$ cat src/rtl/frame_bitmap_allocator_unit_defines.svh
// Assertion macros used by the allocator's top-level RTL file.
// Every macro samples on clk and is disabled while arst_n is low.
`ifndef FRAME_BITMAP_ALLOCATOR_UNIT_DEFINES_SVH
`define FRAME_BITMAP_ALLOCATOR_UNIT_DEFINES_SVH

`define FBA_ASSERT_SAME(label, ante, cons, msg) \
	label: assert property (@(posedge clk) disable iff (!arst_n) (ante) |-> (cons)) \
		else $error(msg);

`define FBA_ASSERT_NEXT(label, ante, cons, msg) \
	label: assert property (@(posedge clk) disable iff (!arst_n) (ante) |=> (cons)) \
		else $error(msg);

`endif

$ cat src/rtl/fba_bitmap_ram.sv
module fba_bitmap_ram #(
	parameter int DEPTH = 128,
	parameter int AW    = 7,
	parameter int WIDTH = 32
) (
	input  logic             clk,
	input  logic             we,
	input  logic [AW-1:0]    waddr,
	input  logic [WIDTH-1:0] wdata,
	input  logic [AW-1:0]    raddr,
	output logic [WIDTH-1:0] rdata
);

	logic [WIDTH-1:0] mem [DEPTH];

	always_ff @(posedge clk) begin
		if (we) begin
			mem[waddr] <= wdata;
		end
	end

	always_ff @(posedge clk) begin
		rdata <= mem[raddr];
	end

endmodule

$ cat config.mk
export PLATFORM = sky130hd
export DESIGN_NAME = fba_bitmap_ram
export DESIGN_NICKNAME = d
export VERILOG_FILES = /design/src/rtl/frame_bitmap_allocator_unit_defines.svh /design/src/rtl/fba_bitmap_ram.sv
export SDC_FILE = /design/constraint.sdc
export NUM_CORES = 2
export LEC_CHECK = 0
export BUFFER_PORTS_ARGS = -buffer_cell sky130_fd_sc_hd__buf_2
export CORE_UTILIZATION = 25
export DETAILED_ROUTE_END_ITERATION = 10
export PLACE_DENSITY = 0.38
export SLEW_MARGIN = 20
export SYNTH_ARGS = -nofsm -noshare
export SYNTH_HDL_FRONTEND = slang
export SYNTH_SLANG_ARGS = --single-unit
export TNS_END_PERCENT = 50
$ cat constraint.sdc
create_clock -name clk -period 6.2 [get_ports clk]
set_input_delay 1.86 -clock clk [delete_from_list [all_inputs] [get_ports clk]]
set_output_delay 1.86 -clock clk [all_outputs]
set_load 0.05 [all_outputs]
=== After elaboration in Yosys (flattened, before gate mapping) ===
Memories as Yosys holds them, arrays and structs flattened. A register that Yosys moved wholly into a read port is not among the register bits.
Cells that the tools add are included.

* Output and inout port bits: 32
* Memories kept: 1
* Word-level logic and storage cells: 3
* Register bits: 0
* Memory bits (writable): 4096

{| class="wikitable"
|+ Memory list
! name !! words !! width !! read ports !! clocked after Yosys merged registers in !! wr ports !! line !! source
|-
| mem || 128 || 32 || 1 || 1 || 1 || fba_bitmap_ram.sv:14 || <nowiki>logic [WIDTH-1:0] mem [DEPTH];</nowiki>
|}

* Multiplexer cells: 2

{| class="wikitable"
|+ Operators with widths
! kind !! number
|-
| $mux W1 || 2
|}

=== Longest topological paths before layout ===
* Word-level depth: 2
* Gate-level depth with buffers: 8
* Mapped depth without buffers: 4

=== Worst setup path after synthesis ===
Ideal clock, no wire load.

* Path kind: input to register
* Start: input we
* End: memory mem[98][0], enable pin
* Cell stages on the path: 3
* Slack: 1101 ps
* Data arrival time: 4638 ps
* Cell sequence: clkbuf_1 nand4_1 nor3_1

* Cells in the longest elaborated chain, start to end: 2

{| class="wikitable"
|+ Ends and longest elaborated chain
! what !! line !! source
|-
| start: declaration || fba_bitmap_ram.sv:7 || <nowiki>input logic we,</nowiki>
|-
| $mux W1 || fba_bitmap_ram.sv:17 || <nowiki>if (we) begin</nowiki>
|-
| $mux W1 (implied by the code) || fba_bitmap_ram.sv:18 || <nowiki>mem[waddr] <= wdata;</nowiki>
|-
| end: declaration || fba_bitmap_ram.sv:14 ||
|}

No other way between the ends.

==> summary.md <==
| Metric | Value |
|---|---|
| Number of DRC markers in iteration 0 | `7893` |
| Type of origin of the critical path | `input pin` |
| Vias | `70546` |
| Synthesis warning total | `0` |
| Total global-route track usage | `15.8%` |
| Slew @ Worst Pin | `1.16 ns` |
| Syn Area/Cell | `26.1 µm²` |
| Clock Pin Slew Worst Setup and Hold Paths | `0.06 ns` |
| Starting Density | `25.1%` |
| Count of flip-flops with a built-in enable after synthesis | `4096` |
| Area leader, netlist | `edfxtp_1` |
| Layout cells sized above 1 | `37.0%` |
| Area growth from synthesis to layout | `18.5%` |
| Setup TNS | `0 ns` |
| Sequential area share after synthesis | `79.1%` |
| Max-Cap Viols | `0` |
| Worst-path maximum fanout | `28` |
| Postcts setup bufs | `0` |
| Top-count cell post-synth | `edfxtp_1` |
| Drt wl/cell | `32.8 µm` |
| Clock root buffer | `clkbuf_16` |
| Worst Skew | `0.0568 ns` |
| Total chip power | `0.0604 W` |
| RSZ-0062 raised after global routing | `no` |
| Grt total ovfl | `0` |
| Final setup viols | `0` |
| Drt pass-1 iters | `7` |
| Finished Layout Cells | `15366` |
| WS Path Type | `in -> reg` |
| First-pass GRT wire length | `677 mm` |
| Data arrival time of the worst path | `5.41 ns` |
| Fillers | `59804` |
| Std-Cell Rows | `290` |
| Distinct cells, synth | `17` |
| Post-DP HPWL | `285 mm` |
| Number of I/O pins | `80` |
| CTS Hold Bufs | `0` |
| H-Tree Depth | `5` |
| Final ANT Viol Nets | `0` |
| WL final | `504 mm` |
| Clock latency on the worst-skew pair | `1.03 ns` |
| Final Cell Area | `185000 µm²` |
| R2R Setup Slk | `3.45 ns` |
| Min cycle time layout | `4.51 ns` |
| Leakage | `55.5 nW` |
| Placed Cells | `14450` |
| PwrDens | `326 nW/µm²` |
| Total die area | `628000 µm²` |
| Synth Cell Area | `156000 µm²` |
| Initial antenna violation count | `75` |
| Total CTS buffers | `445` |
| PortBufs | `79` |
| Final period util | `72.7%` |
| Largest net degree at the start of global routing | `129` |
| Worst Setup End Kind | `flop` |
| Post-cts resize count | `0` |
| Synth Register Bits | `4128` |
| Syn Inst Count | `5990` |
| Worst slew margin | `22.6%` |
| Worst vdd ir | `0.223 mV` |
| Avg Vias per Cell | `4.59` |
| Final Hold Fails | `0` |
| Syn nets | `6038` |
| HP Class | `reg -> reg` |
| Area after DPL | `171000 µm²` |
| CP required | `7.10 ns` |
| Async S/R FF share, synth | `0%` |
| CTS max path bufs | `4` |
| Number of global-route vias before repair | `74908` |
| Die extent in x | `793 µm` |
| Largest cells by area after synthesis | `edfxtp_1 79%, mux4_2 19%, clkbuf_1 0.44%` |
| Final core occ | `29.7%` |
| NumNets Final | `6623` |
| Peak Freq | `0.222 GHz` |
| Final routed DRC violation total | `0` |
| Synth top area share | `78.7%` |
| CTS tree | `built` |
| Post-synth top cells | `4096 x edfxtp_1, 1344 x mux4_2, 182 x clkbuf_1` |
| Outcome | `complete, no violations` |
| Die height | `793 µm` |
| RD Place Congestion | `0.749` |
| Clock sinks | `4128` |
| Main synth FF type | `edfxtp_1` |
| Placeable core area | `623000 µm²` |
| Slew Limit Fails | `0` |
==> logic make-up after synthesis <==
kind of cell	Yosys count	share of synthesized area, %
flip-flops	4128	79.1
multiplexers	1376	19.6
buffers and inverters	316	0.839
AND/OR/NAND/NOR	170	0.446
==> flip-flops by register name, indices dropped and copies added, names as in the netlist <==
signal and cells:
mem 4096, rdata 32
==> cell usage in the layout (no fill, tap or decap), types with 2 or more instances in the layout <==
cell	synthesis	final
edfxtp_1	4096	4096
mux4_2	1344	1344
clkbuf_16	0	451
buf_4	3	312
nor2_4	0	119
clkbuf_1	182	113
clkinv_1	0	100
diode_2	0	98
buf_12	0	93
clkinv_2	0	80
buf_2	79	41
bufinv_16	0	35
mux2_2	32	32
dfxtp_1	32	32
nand2_1	14	11
clkbuf_8	0	10
nor3_2	0	9
nand3_1	12	8
nor2b_1	7	7
clkinv_16	0	7
clkinvlp_4	0	7
clkinv_8	0	6
inv_6	0	5
nand3_2	0	4
buf_6	2	4
nor2_1	122	3
nand4_1	3	3
nand2_2	0	3
buf_8	0	3
nand2b_1	2	2
clkinv_4	0	2
inv_16	0	2
==> final timing paths <==
| check | start | cells after the start | endpoint |
|---|---|---|---|
| setup reg to reg | mem[118][16]$_DFFE_PP_ | 4 | rdata[16]$_DFF_P_ |
| hold reg to reg | mem[126][4]$_DFFE_PP_ | 4 | rdata[4]$_DFF_P_ |
| setup / recovery | raddr[0] | 8 | rdata[15]$_DFF_P_ |
| hold / removal | mem[126][4]$_DFFE_PP_ | 4 | rdata[4]$_DFF_P_ |
==> layout make-up <==
cell class | count | area [µm²] | share of cell area [%]
Antenna cell | 98 | 245 | 0.132
Tap cell | 8322 | 10400 | 5.62
Clock buffer | 574 | 11800 | 6.40
Timing Repair Buffer | 454 | 4530 | 2.44
Sequential cell | 4128 | 124000 | 66.7
Multi-Input combinational cell | 1546 | 32300 | 17.4
Clock inverter | 244 | 2290 | 1.24
==> power by group <==
part | total (W) | internal, W | leakage [nW] | switching, W
sequential | 0.0310 | 0.0308 | 37.1 | 0.000182
clock | 0.0261 | 0.0149 | 6.90 | 0.0112
combinational | 0.00333 | 0.00120 | 11.5 | 0.00214
total | 0.0604 | 0.0469 | 55.5 | 0.0135
==> layer usage <==
metal	routed length (µm)	part of all wire, %	GRT usage (%)	vias to the layer above
met5	57	0.011	0	-
met4	10900	2.2	3.91	8
met3	23800	4.7	2.17	539
met2	249000	50	26.4	1936
met1	219000	44	21.7	40313
li1	-	-	-	27750
==> worst max-delay path, stage by stage <==
cell and delay [ns]:
buf_12 0.32, buf_12 0.29, buf_12 0.27, buf_12 0.24, mux4_2 0.53, mux4_2 0.62
mux4_2 0.71, mux2_2 0.35
==> stage by stage <==
step           setup slack [ns]  hold slack [ns]
6_report                   1.69             1.15
5_1_grt                    1.69             1.11
4_1_cts                    1.78             1.05
3_5_place_dp              0.641             1.14
3_3_place_gp              0.640             1.13
2_1_floorplan              1.10             1.07
(Power assumes the default switching activity.)
